`src/rri_pkg.sv`:
```
package rri_pkg;

    // Coordinate format: signed Q8.12 at the default width.
    localparam int COORD_BITS = 20;
    localparam int EPS_BITS   = 24;
    localparam int TQ_FRAC    = 16;
    localparam int TQ_W       = 32;

    // Configuration port.
    localparam int CFG_W     = 3 * COORD_BITS;
    localparam int CFG_IDX_W = 3;

    localparam logic [CFG_IDX_W-1:0] REG_CORNER_ORIGIN     = CFG_IDX_W'(0);
    localparam logic [CFG_IDX_W-1:0] REG_CORNER_EDGE_A_END = CFG_IDX_W'(1);
    localparam logic [CFG_IDX_W-1:0] REG_CORNER_EDGE_B_END = CFG_IDX_W'(2);
    localparam logic [CFG_IDX_W-1:0] REG_PLANE_NORMAL      = CFG_IDX_W'(3);
    localparam logic [CFG_IDX_W-1:0] REG_HIT_EPSILON       = CFG_IDX_W'(4);

    localparam logic [EPS_BITS-1:0] EPS_RESET = EPS_BITS'(16777);

    // Datapath widths.
    localparam int REL_W  = COORD_BITS + 1;
    localparam int PROD_W = 2 * COORD_BITS + 2;
    localparam int DOT_W  = 2 * COORD_BITS + 3;
    localparam int MW     = DOT_W + 1;
    localparam int PH     = MW / 2;
    localparam int WW     = 2 * MW;
    localparam int UW     = DOT_W - 1;

    // Queue between the classifier and the divider.
    localparam int QUEUE_DEPTH = 4;
    localparam int QPTR_W      = 2;
    localparam int QCNT_W      = 3;

    // One classified ray waiting for its division.
    typedef struct packed {
        logic          hit;
        logic [UW-1:0] num;
        logic [UW-1:0] den;
    } cls_t;

    typedef struct packed {
        logic full;
        logic empty;
    } qstat_t;

    // Partial products of one wide signed multiplication.
    typedef struct packed {
        logic [2*PH+1:0] hh;
        logic [2*PH+1:0] hl;
        logic [2*PH+1:0] lh;
        logic [2*PH-1:0] ll;
    } pp_t;

    function automatic logic signed [COORD_BITS-1:0] coord(input logic [CFG_W-1:0] r,
                                                           input int i);
        return r[i*COORD_BITS +: COORD_BITS];
    endfunction

    // Splits a by b into four half-width products.
    function automatic pp_t split_mul(input logic signed [MW-1:0] a,
                                      input logic signed [MW-1:0] b);
        logic signed [PH-1:0]   ah;
        logic signed [PH-1:0]   bh;
        logic [PH-1:0]          al;
        logic [PH-1:0]          bl;
        logic signed [2*PH+1:0] hh;
        logic signed [2*PH+1:0] hl;
        logic signed [2*PH+1:0] lh;
        pp_t                    p;
        ah = a[MW-1:PH];
        al = a[PH-1:0];
        bh = b[MW-1:PH];
        bl = b[PH-1:0];
        hh = ah * bh;
        hl = ah * $signed({1'b0, bl});
        lh = $signed({1'b0, al}) * bh;
        p.hh = hh;
        p.hl = hl;
        p.lh = lh;
        p.ll = al * bl;
        return p;
    endfunction

    // Adds the partial products back into the full product.
    function automatic logic signed [WW-1:0] join_mul(input pp_t p);
        logic signed [WW-1:0] r;
        r = ($signed(WW'($signed(p.hh))) <<< (2 * PH))
          + ($signed(WW'($signed(p.hl))) <<< PH)
          + ($signed(WW'($signed(p.lh))) <<< PH)
          + $signed(WW'(p.ll));
        return r;
    endfunction

endpackage

```
`src/rri_queue.sv`:
```
module rri_queue (
    input  logic            clk,
    input  logic            rst_n,
    input  logic            push,
    input  rri_pkg::cls_t   push_entry,
    input  logic            pop,
    output rri_pkg::cls_t   pop_entry,
    output rri_pkg::qstat_t q_stat
);
    import rri_pkg::*;

    cls_t              mem [QUEUE_DEPTH];
    logic [QPTR_W-1:0] wr_ptr_reg;
    logic [QPTR_W-1:0] rd_ptr_reg;
    logic [QCNT_W-1:0] count_reg;

    assign q_stat.full  = (count_reg == QCNT_W'(QUEUE_DEPTH));
    assign q_stat.empty = (count_reg == '0);
    assign pop_entry    = mem[rd_ptr_reg];

    // Pointers and fill level.
    always_ff @(posedge clk or negedge rst_n)
    begin
        if (!rst_n)
        begin
            wr_ptr_reg <= '0;
            rd_ptr_reg <= '0;
            count_reg  <= '0;
        end
        else
        begin
            if (push)
            begin
                wr_ptr_reg <= wr_ptr_reg + 1'b1;
            end
            if (pop)
            begin
                rd_ptr_reg <= rd_ptr_reg + 1'b1;
            end
            if (push && !pop)
            begin
                count_reg <= count_reg + 1'b1;
            end
            else if (pop && !push)
            begin
                count_reg <= count_reg - 1'b1;
            end
        end
    end

    // Entry storage.
    always_ff @(posedge clk)
    begin
        if (push)
        begin
            mem[wr_ptr_reg] <= push_entry;
        end
    end

endmodule

```
`config.mk`:
```
export PLATFORM = sky130hd
export DESIGN_NAME = rri_queue
export DESIGN_NICKNAME = d
export VERILOG_FILES = /design/src/rri_pkg.sv /design/src/rri_queue.sv
export SDC_FILE = /design/constraint.sdc
export NUM_CORES = 1
export LEC_CHECK = 0
export ABC_AREA = 1
export BUFFER_PORTS_ARGS = -buffer_cell sky130_fd_sc_hd__buf_4
export CORE_MARGIN = 2
export CORE_UTILIZATION = 45
export CTS_CLUSTER_DIAMETER = 200
export DETAILED_ROUTE_END_ITERATION = 12
export PLACE_DENSITY = 0.67
export SETUP_SLACK_MARGIN = 0.02
export SLEW_MARGIN = 10
export SYNTH_ARGS = -nofsm -noshare
export SYNTH_HDL_FRONTEND = slang
export SYNTH_SLANG_ARGS = --single-unit
```
`constraint.sdc`:
```
create_clock -name clk -period 2.8 [get_ports clk]
set_input_delay 0.84 -clock clk [delete_from_list [all_inputs] [get_ports clk]]
set_output_delay 0.84 -clock clk [all_outputs]
set_load 0.01 [all_outputs]
```
# [Yosys cells after proc, flatten, opt, wreduce, memory -nomap -nowiden]
# Memory sizes are Yosys's and may differ from the RTL's.
# Index checks and enable logic that the tools add are counted.
[totals] word_cells=19 out_inout_bits=87 memories=1 ramBits=340 reg_bits=7
[classes] muxes=4 reduce_logical=6 addsub=4 eq_ne=1
[memory_table] name="mem" depth=4 width=85 rd=1 rd_clocked_by_memory_dff=0 write_ports=1 line_no="rri_queue.sv:12" source="cls_t mem [QUEUE_DEPTH];"
[ops] cell="2-to-1 mux 3 bit" n=2
[ops] cell="adder 2 x 1 -> 2 bit (second input constant)" n=2
[ops] cell="adder 3 x 1 -> 3 bit (second input constant)" n=1
[ops] cell="equality test 3 bit (second input constant)" n=1
[ops] cell="zero test 3 bit" n=1
[ops] cell="subtractor 3 x 1 -> 3 bit (second input constant)" n=1
[ops] cell="logical AND 1 bit" n=2
[ops] cell="zero test 1 bit" n=2
[ops] cell="2-to-1 mux 1 bit" n=2
[ops] cell="nonzero test 2 bit" n=1

# [Logic depth before layout (Yosys ltp)]
# Gate-level depths: netlist (run 1).
[logic_depth] ltp_word=4 ltp_mapped=9 mapped_depth_nobuf=9

# [Least setup slack after synthesis (run 1)]
# No wires, ideal clock.
[synth_timing] path_kind="input-to-reg" start="input port push" end="memory mem[0][0] in the netlist's numbering, enable pin" path_buffers=1 path_stages=3 arrival_time_ns=2.785 required_time_ns=2.361 path_slack_ns=-0.423 path_cell_list="clkbuf_1 nand2_1 inv_1"
[synth_between] elab_chain_cells=2
[synth_lines] element="from (decl)" line_no="rri_queue.sv:4" source="input logic push,"
[synth_lines] element="2-to-1 mux 1 bit" line_no="rri_queue.sv:54" source="if (push)"
[synth_lines] element="2-to-1 mux 1 bit (not written as such)" line_no="rri_queue.sv:56" source="mem[wr_ptr_reg] <= push_entry;"
[synth_lines] element="to (decl)" line_no="rri_queue.sv:12"
# Every way passes these cells.

==> flow_summary_export.csv, run 1 <==
group,metric,value,unit
outcome,status,"finished, final reports clean",
sta,slew_viol_final,0,
global_routing,antenna_found_initial,1,
synthesis,synth_ff_type,"edfxtp_1",
power_and_ir_drop,ir_worst_vdd,730,uV
global_routing,grt_pass1_vias,8300,
synthesis,ys_warn_count,0,
floorplanning,core,0.0315,mm^2
floorplanning,dieArea,0.0333,mm^2
worst_setup_path,endpoint_kind,"primary output",
power_and_ir_drop,p_leak,6.99,nW
sta,min_period,2.72,ns
detailed_routing,vias_per_cell,4.97,
sta,clock_skew,0.0178,ns
sta,fmax,367,MHz
synthesis,synth_async_sr_flop_share,2.02,%
synthesis,synth_cell_types,19,
finish,fillers,2561,
synthesis,synth_most_common_cell,"edfxtp_1",
cts,cts_root_buf,"clkbuf_16",
sta,max_slew.worst_pin.slew,0.525,ns
floorplanning,io_pins,176,
sta,fin_crit_sh,97.2,%
global_routing,grt_pass1_wl,43.9,mm
global_routing,track_usage,16.9,%
placed_design,dp_slack,0.511,ns
detailed_routing,drcViolationCount,0,
finish,layout-drive-gt1-share,26.7,%
sta,finalWorstSetupSlack,0.0787,ns
finish,syn_to_final_growth,21.2,%
cts,cts_tree,"done",
finish,utilization,55.2,%
synthesis,synth_top_area_cell,"edfxtp_1",
power_and_ir_drop,power.density,1090,mW/mm^2
worst_setup_path,worstPathRequired,1.96,ns
floorplanning,fp.dieH,183,um
floorplanning,die_w,183,um
finish,largest_reg_flops,340,
synthesis,ys_ff_latch,347,
cts,clk_pin_slew,0.06,ns
floorplanning,start_util,45.6,%
synthesis,synth_top_area_share,71.2,%
detailed_routing,ant_nets,0,
min_path,hp-class,"in2async",
flow_run,max-cap-violations,0,
cts,clock_latency,0.52,ns
placed_design,dpl.hpwl,15.7,mm
synthesis,synthesis.nets,1135,
finish,n_antenna_cell,0,
global_routing,grt_max_degree,92,
placed_design,io_buffers,175,
worst_setup_path,slowest_stage,"dfrtp_4",
synthesis,ys_seq_area_share,72.4,%
finish,area.sequential,0.0104,mm^2
synthesis,synth_top_cells_by_area,"edfxtp_1 (71%), nand2_1 (7.0%), o211ai_2 (6.3%)",
cts,cts.path.max_buffers,3,
floorplanning,rows,65,
worst_setup_path,worstPathArrival,1.88,ns
synthesis,synth_edf_count,340,
worst_setup_path,slowest_delay,0.51,ns
finish,multi_input_area,0.00279,mm^2
sta,setup_viol,0,
detailed_routing,dr.pass1.iters,4,
synthesis,syn_area_per_cell,13.8,um^2
cts,cts_num_sinks,347,
finish,finalNetCount,1324,
detailed_routing,detail_route.wirelength,28.6,mm
worst_setup_path,cpLargestDelayFamily,"buffers and inverters",
sta,hold_violations,0,
detailed_routing,wl_per_cell,17.2,um
sta,tns,0,ns
worst_setup_path,start_kind,"flop",
worst_setup_path,cp_num_buf_inv,3,
sta,rsz0062_at_grt,"yes",
cts,holdBufCountCts,0,
detailed_routing,first_iter_violations,511,
worst_setup_path,path_class,"reg2out",
worst_setup_path,critical_path.cell_chain,"buf_12, clkbuf_16, o211ai_1, nand2_1, buf_4",
worst_setup_path,crit_fanout,45,
synthesis,synth_commonest_cells,"edfxtp_1 (340), nand2_1 (268), inv_1 (181)",
synthesis,syn_inst,1040,
sta,slew_headroom,65.0,%
detailed_routing,vias,8244,
cts,cts_buffers,38,
synthesis,synth_area,0.0143,mm^2
cts,htreeDepth,2,
placed_design,place_congestion,0.703,
global_routing,grt.overflow.total,0,
[power by group]
group	leakage [nW]	internal [mW]	switching, mW
Sequential	3.20	6.81	0.280
Clock	0.566	2.75	1.88
Combinational	3.22	3.04	4.23
[worst paths after layout]
path                            endpoint  slack, ns     startpoint  depth (start not counted)
max                        pop_entry[49]       0.08  rd_ptr_reg[0]                          5
min                         count_reg[2]       0.13          rst_n                          1
max reg2reg                   mem[1][31]       1.15  wr_ptr_reg[1]                          5
min reg2reg                 count_reg[2]       0.51   count_reg[2]                          2
max in group asynchronous  rd_ptr_reg[1]       2.52          rst_n                          1
min in group clk            count_reg[2]       0.51   count_reg[2]                          2
[stage by stage]
stage	cells	instance area (um^2)	power, mW	hold WS, ns
3_3_place_gp	1583	16100	14.1	0.486
4_1_cts	1653	17200	18.9	0.112
6_report	1659	17400	19.0	0.133
3_5_place_dp	1583	16100	14.2	0.496
5_1_grt	1659	17400	20.1	0.120
2_1_floorplan	1040	14400	11.6	0.463
[cells by family (layout without fill, tap and decap cells)]
group	after synthesis	in the layout	share of synthesized area, %
AND/OR/NAND/NOR	272	272	7.16
adder cells (fa/ha/maj)	6	6	0.576
flip-flops	347	347	72.4
buffers and inverters	240	457	8.20
AO/OA/AOI/OAI	171	171	11.4
XOR/XNOR	4	4	0.244
[layer usage]
layer	part of all wire (%)	GRT usage, %
met1	44	21.5
met4	2.1	5.52
met2	49	29.2
met5	0.056	0
met3	4.9	3.43
[worst reg2reg max path: stages, from the launching register on]
cell and delay (ns):
dfrtp_1 0.39, inv_1 0.10, ha_1 0.15, nand2_1 0.08, clkinvlp_4 0.10, buf_4 0.44
[what timing repair did]
action | CTS | global route
buffers inserted | 2 | 4
gates cloned | 0 | 3
setup endpoints to repair | 39 | 62
resized for setup | 0 | 9
pin swaps | 0 | 12
[placed cells by master (no fill, tap or decap), types with 6 or more instances in the layout]
cell	instances
clkbuf_1	9
clkinvlp_4	6
o211ai_2	72
clkinv_1	10
buf_4	184
buf_12	12
inv_1	177
edfxtp_1	340
nand2_1	268
o211ai_1	98
clkbuf_16	44
[final cells by class]
| cell class | count | share of cell area, % |
|---|---|---|
| tap | 402 | 2.89 |
| clock inverter | 18 | 0.619 |
| multi-input combinational | 453 | 16.0 |
| inverter | 182 | 4.04 |
| clock buffer | 50 | 6.09 |
| sequential | 347 | 59.8 |
| timing repair buffer | 207 | 10.6 |
Note: power is estimated with default switching activity, not from simulation.
==> inputs of run 2 (changes only) <==
--- a/config.mk
+++ b/config.mk
@@ -12,6 +12,7 @@
 export CTS_CLUSTER_DIAMETER = 200
 export DETAILED_ROUTE_END_ITERATION = 12
 export PLACE_DENSITY = 0.67
+export REMOVE_ABC_BUFFERS = 1
 export SETUP_SLACK_MARGIN = 0.02
 export SLEW_MARGIN = 10
 export SYNTH_ARGS = -nofsm -noshare
==> run 2 against run 1 <==
Critical path depth stayed put. Clock-buffer cell count is 8 lower. Die area stayed put. Sequential power hardly changed. Cell area is 0.85% lower. Fmax is 0.86% higher. Via count is 1.8% lower. Worst hold slack better by 0.021 ns. Setup slack better by 0.023 ns. Register-to-register slack worse by 0.04 ns. Largest power group is now registers.
==> flow_summary_export.csv, run 2 (same netlist as run 1, synthesis figures left out) <==
group,metric,value,unit
outcome,status,"finished, final reports clean",
cts,cts_root_buf,"clkbuf_16",
sta,fin_crit_sh,96.4,%
power_and_ir_drop,power_frac_comb,38.2,%
detailed_routing,first_iter_violations,460,
power_and_ir_drop,p_leak,6.95,nW
cts,cts_buffers,37,
detailed_routing,wl_per_cell,16.8,um
sta,hold_slack,0.154,ns
cts,htreeDepth,2,
floorplanning,io_pins,176,
cts,clock_latency,0.50,ns
worst_setup_path,crit_fanout,22,
power_and_ir_drop,power.internal,12.3,mW
power_and_ir_drop,ir_worst_vdd,667,uV
sta,setup_viol,0,
worst_setup_path,timing.rr.start,"wr_ptr_reg[0]",
detailed_routing,detail_route.wirelength,27.8,mm
detailed_routing,ant_nets,0,
power_and_ir_drop,fin_total_pwr,18.6,mW
detailed_routing,dr.pass1.iters,6,
sta,clock_skew,0.0114,ns
sta,rsz0062_at_grt,"no",
placed_design,dpl.hpwl,16.0,mm
worst_setup_path,cp_num_buf_inv,3,
finish,mostFrequentLayoutCell,"edfxtp_1",
sta,hold_violations,0,
floorplanning,rows,65,
cts,cts.path.max_buffers,3,
detailed_routing,vias,8095,
power_and_ir_drop,p_seq_share,38.2,%
floorplanning,fp.dieH,183,um
global_routing,grt.overflow.total,0,
finish,layout-drive-gt1-share,26.4,%
min_path,hp-class,"in2async",
floorplanning,die_w,183,um
power_and_ir_drop,power.density,1080,mW/mm^2
worst_setup_path,cpLargestDelayFamily,"buffers and inverters",
finish,n_antenna_cell,0,
sta,max_slew.worst_pin.slew,0.567,ns
finish,final_cell_mix,"edfxtp_1 (340), nand2_1 (268), buf_4 (188)",
sta,fmax,371,MHz
flow_run,max-cap-violations,0,
floorplanning,dieArea,0.0333,mm^2
worst_setup_path,crit_start,"rd_ptr_reg[0]",
worst_setup_path,worstPathArrival,1.86,ns
finish,largest_reg_flops,340,
sta,slew_headroom,62.2,%
cts,cts_num_sinks,347,
worst_setup_path,slowest_stage,"dfrtp_4",
sta,slew_viol_final,0,
power_and_ir_drop,clock_power_share,23.5,%
power_and_ir_drop,swShare,33.7,%
worst_setup_path,start_kind,"flop",
worst_setup_path,endpoint_kind,"primary output",
placed_design,place_congestion,0.696,
sta,tns,0,ns
worst_setup_path,cpMostUsedCell,"buf_4",
worst_setup_path,path_class,"reg2out",
floorplanning,start_util,45.6,%
finish,syn_to_final_growth,20.2,%
detailed_routing,vias_per_cell,4.90,
floorplanning,core,0.0315,mm^2
global_routing,antenna_found_initial,0,
global_routing,grt_pass1_vias,8208,
global_routing,grt_max_degree,86,
worst_setup_path,worstPathRequired,1.96,ns
sta,min_period,2.70,ns
worst_setup_path,critical_path.cell_chain,"buf_12, buf_4, o211ai_1, nand2_1, buf_4",
worst_setup_path,slowest_delay,0.50,ns
global_routing,grt_pass1_wl,44.5,mm
finish,finalNetCount,1324,
detailed_routing,drcViolationCount,0,
cts,cts_tree,"done",
placed_design,io_buffers,175,
power_and_ir_drop,p_sw,6.26,mW
global_routing,track_usage,17.1,%
cts,clk_pin_slew,0.06,ns
-- run 2: cell types whose count changed in the layout (fill, tap and decap cells not counted) --
cell	previous run	this run
buf_16	3	0
clkinv_1	10	13
bufinv_16	1	2
inv_12	0	1
inv_6	1	0
buf_6	5	4
clkbuf_1	9	5
clkinv_2	5	3
inv_4	0	4
clkbuf_16	44	37
clkinvlp_4	6	1
buf_12	12	16
buf_4	184	188
-- run 2: cell type report --
class	instances	area, um^2
clock buffer	42	945
clock inverter	19	131
fill	2551	14200
inverter	182	706
multi-input combinational	453	2790
sequential	347	10400
tap	402	503
timing repair buffer	208	1780
-- run 2: worst register-to-register path: cells and delay by family, from the launching register on --
family        cells  cell delay, ns
buf+inv           3            0.60
flops             1            0.42
simple gates      1            0.08
fa+ha+maj         1            0.15
-- run 2: what timing repair did --
action,in CTS,in global routing
cloned,0,0
pin swaps,0,1
hold buffers,0,0
setup endpoints to repair,84,12
resized for setup,5,0
buffers inserted,6,2
-- run 2: path summary, 6_finish.rpt --
path | end | depth (start not counted) | slack [ns]
worst max-delay path | pop_entry[32] | 5 | 0.10
worst min-delay path | count_reg[2] | 1 | 0.15
worst max register to register | mem[0][42] | 5 | 1.11
worst min register to register | count_reg[2] | 2 | 0.52
max in group asynchronous | rd_ptr_reg[1] | 1 | 2.48
min in group clk | count_reg[2] | 2 | 0.52
-- run 2: power groups by stage --
stage | registers (mW) | clock network [mW] | logic (mW)
6_report | 7.11 | 4.37 | 7.11
3_5_place_dp | 7.34 | 0 | 6.92
5_1_grt | 7.19 | 4.70 | 7.89
4_1_cts | 7.13 | 4.51 | 7.23
3_3_place_gp | 7.30 | 0 | 6.84
2_1_floorplan | 7.53 | 0 | 2.74
-- run 2: stage by stage --
stage | setup WS, ns | instances | utilization, % | area, um^2
floorplan | -5.06 | 982 | - | 13900
global placement | 0.368 | 1584 | 51.0 | 16100
detailed placement | 0.355 | 1584 | 51.0 | 16100
CTS | 0.0422 | 1651 | 54.7 | 17200
global route | 0.0221 | 1653 | 54.8 | 17200
finish | 0.102 | 1653 | 54.8 | 17200
-- run 2: routing by layer --
metal | part of all wire (%) | GRT usage, % | routed length (um) | vias to the layer above
met1 | 45 | 22.8 | 12400 | 3872
met5 | 0 | 0 | 0 | -
met3 | 5.6 | 3.61 | 1570 | 47
met4 | 2.0 | 4.26 | 548 | 0
li1 | - | - | - | 3992
met2 | 48 | 28.8 | 13300 | 184
==> inputs of run 3 (changes only) <==
--- a/config.mk
+++ b/config.mk
@@ -6,12 +6,12 @@
 export NUM_CORES = 1
 export LEC_CHECK = 0
 export ABC_AREA = 1
-export BUFFER_PORTS_ARGS = -buffer_cell sky130_fd_sc_hd__buf_4
 export CORE_MARGIN = 2
 export CORE_UTILIZATION = 45
 export CTS_CLUSTER_DIAMETER = 200
 export DETAILED_ROUTE_END_ITERATION = 12
-export PLACE_DENSITY = 0.67
+export DONT_BUFFER_PORTS = 1
+export RECOVER_POWER = 50
 export REMOVE_ABC_BUFFERS = 1
 export SETUP_SLACK_MARGIN = 0.02
 export SLEW_MARGIN = 10
==> run 3 against run 2 <==
Critical endpoint is now pop_entry[71]. Cell count down 11%. Total power down 8.0%. Largest power group unchanged. Sequential share of layout area up 4.9 points. Setup slack better by 0.0082 ns. Largest cell class unchanged. Routed wire length down 5.7%. Sequential power about the same.
==> flow_summary_export.csv, run 3 (same netlist as run 1, synthesis figures left out) <==
group,metric,value,unit
finish,final_area,0.0159,mm^2
cts,clk_pin_slew,0.06,ns
floorplanning,io_pins,176,
finish,finalNetCount,1144,
global_routing,track_usage,16.0,%
min_path,hp-class,"in2reg",
cts,cts_tree,"done",
cts,cts_buffers,38,
placed_design,place_area,0.0147,mm^2
sta,tns,0,ns
detailed_routing,detail_route.wirelength,26.2,mm
flow_run,max-cap-violations,0,
sta,min_period,2.69,ns
sta,slew_headroom,63.2,%
worst_setup_path,worstPathRequired,1.96,ns
worst_setup_path,path_class,"reg2out",
detailed_routing,vias_per_cell,5.00,
sta,fmax,372,MHz
sta,rsz0062_at_grt,"yes",
worst_setup_path,reg2reg_depth,5,
sta,slew_viol_final,0,
sta,hold_violations,0,
detailed_routing,vias,7370,
sta,setup_viol,0,
finish,layout-drive-gt1-share,15.0,%
global_routing,grt_pass1_wl,41.3,mm
finish,mostFrequentLayoutCell,"edfxtp_1",
detailed_routing,drcViolationCount,0,
detailed_routing,first_iter_violations,452,
outcome,status,"finished, final reports clean",
power_and_ir_drop,fin_total_pwr,17.1,mW
power_and_ir_drop,p_leak,6.09,nW
worst_setup_path,start_kind,"flop",
floorplanning,rows,65,
min_path,hold_start,"pop",
cts,cts_root_buf,"clkbuf_16",
finish,syn_to_final_growth,11.1,%
worst_setup_path,endpoint_kind,"primary output",
detailed_routing,dr.pass1.iters,4,
sta,fin_crit_sh,96.1,%
cts,clock_latency,0.50,ns
worst_setup_path,worstPathArrival,1.85,ns
power_and_ir_drop,power.density,1070,mW/mm^2
floorplanning,start_util,45.6,%
finish,n_antenna_cell,0,
sta,clock_skew,0.0119,ns
worst_setup_path,crit_fanout,84,
floorplanning,core,0.0315,mm^2
power_and_ir_drop,ir_worst_vdd,625,uV
global_routing,grt.overflow.total,0,
finish,final_cell_mix,"edfxtp_1 (340), nand2_1 (261), inv_1 (177)",
global_routing,grt_pass1_vias,7360,
finish,largest_reg_flops,340,
worst_setup_path,timing.rr.start,"wr_ptr_reg[0]",
worst_setup_path,r2r-end,"mem[0][46]",
global_routing,antenna_found_initial,0,
global_routing,grt_max_degree,86,
floorplanning,fp.dieH,183,um
detailed_routing,ant_nets,0,
min_path,holdPathEnd,"rd_ptr_reg[0]",
floorplanning,die_w,183,um
placed_design,io_buffers,0,
cts,cts.path.max_buffers,3,
worst_setup_path,reg2reg_slack,0.83,ns
floorplanning,dieArea,0.0333,mm^2
placed_design,place_congestion,0.748,
cts,htreeDepth,2,
cts,cts_num_sinks,347,
min_path,hold_path_depth,1,
placed_design,dpl.hpwl,14.8,mm
sta,max_slew.worst_pin.slew,0.551,ns
detailed_routing,wl_per_cell,17.8,um
[run 3: cell count changes in the layout (fill, tap and decap cells not counted), moves of 4 or more]
cell       previous run  this run
buf_4               188        11
buf_12               16         9
clkinv_1             13         6
nand2_1             268       261
nand2_2               0         7
clkbuf_16            37        41
[run 3: worst max-delay path by stage]
| stage | start | end | slack, ns | cells after the start |
|---|---|---|---|---|
| 2_1_floorplan | rd_ptr_reg[0] | pop_entry[0] | -5.06 | 2 |
| 3_3_place_gp | rd_ptr_reg[0] | pop_entry[64] | 0.59 | 4 |
| 3_5_place_dp | rd_ptr_reg[0] | pop_entry[64] | 0.58 | 4 |
| 4_1_cts | rd_ptr_reg[0] | pop_entry[64] | 0.03 | 4 |
| 5_1_grt | rd_ptr_reg[0] | pop_entry[32] | -0.03 | 4 |
| 6_report | rd_ptr_reg[0] | pop_entry[71] | 0.11 | 4 |
[run 3: final cells by class]
cell class	count	area, um^2
fill	2613	15500
sequential	347	10400
clock buffer	48	1050
inverter	182	694
tap	402	503
clock inverter	15	103
timing repair buffer	27	388
multi-input combinational	453	2800
[run 3: timing repair]
action,CTS,global route
resized for setup,0,12
hold buffers,1,1
endpoints found under the setup margin,0,44
endpoints found under the hold margin,2,5
buffers inserted,0,4
[run 3: per-layer routing]
layer  vias to the layer above  GRT usage [%]  wire, um
met1                      3542           19.4     11000
met2                       161           27.1     12700
met3                        33           5.87      2100
li1                       3634              -         -
met5                         -              0         0
met4                         0           4.26       424
[run 3: metrics by stage]
| stage | cells | util, % | hold WS (ns) | setup WS (ns) |
|---|---|---|---|---|
| 2_1_floorplan | 982 | - | 0.463 | -5.06 |
| 3_3_place_gp | 1405 | 46.7 | 0.492 | 0.588 |
| 3_5_place_dp | 1405 | 46.7 | 0.516 | 0.578 |
| 4_1_cts | 1469 | 50.4 | 0.000176 | 0.0253 |
| 5_1_grt | 1474 | 50.6 | 0.387 | -0.0253 |
| 6_report | 1474 | 50.6 | 0.408 | 0.110 |
[run 3: power breakdown]
| part | internal (mW) | total, mW | switching (mW) |
|---|---|---|---|
| logic | 1.62 | 5.39 | 3.77 |
| clock network | 2.74 | 4.59 | 1.86 |
| registers | 6.81 | 7.11 | 0.307 |
| total | 11.2 | 17.1 | 5.93 |
[run 3: critical path, cell delays in order (launching register included)]
cell,delay (ns)
dfrtp_4,0.60
buf_16,0.35
nand2_1,0.10
o211ai_1,0.09
nand2_1,0.15
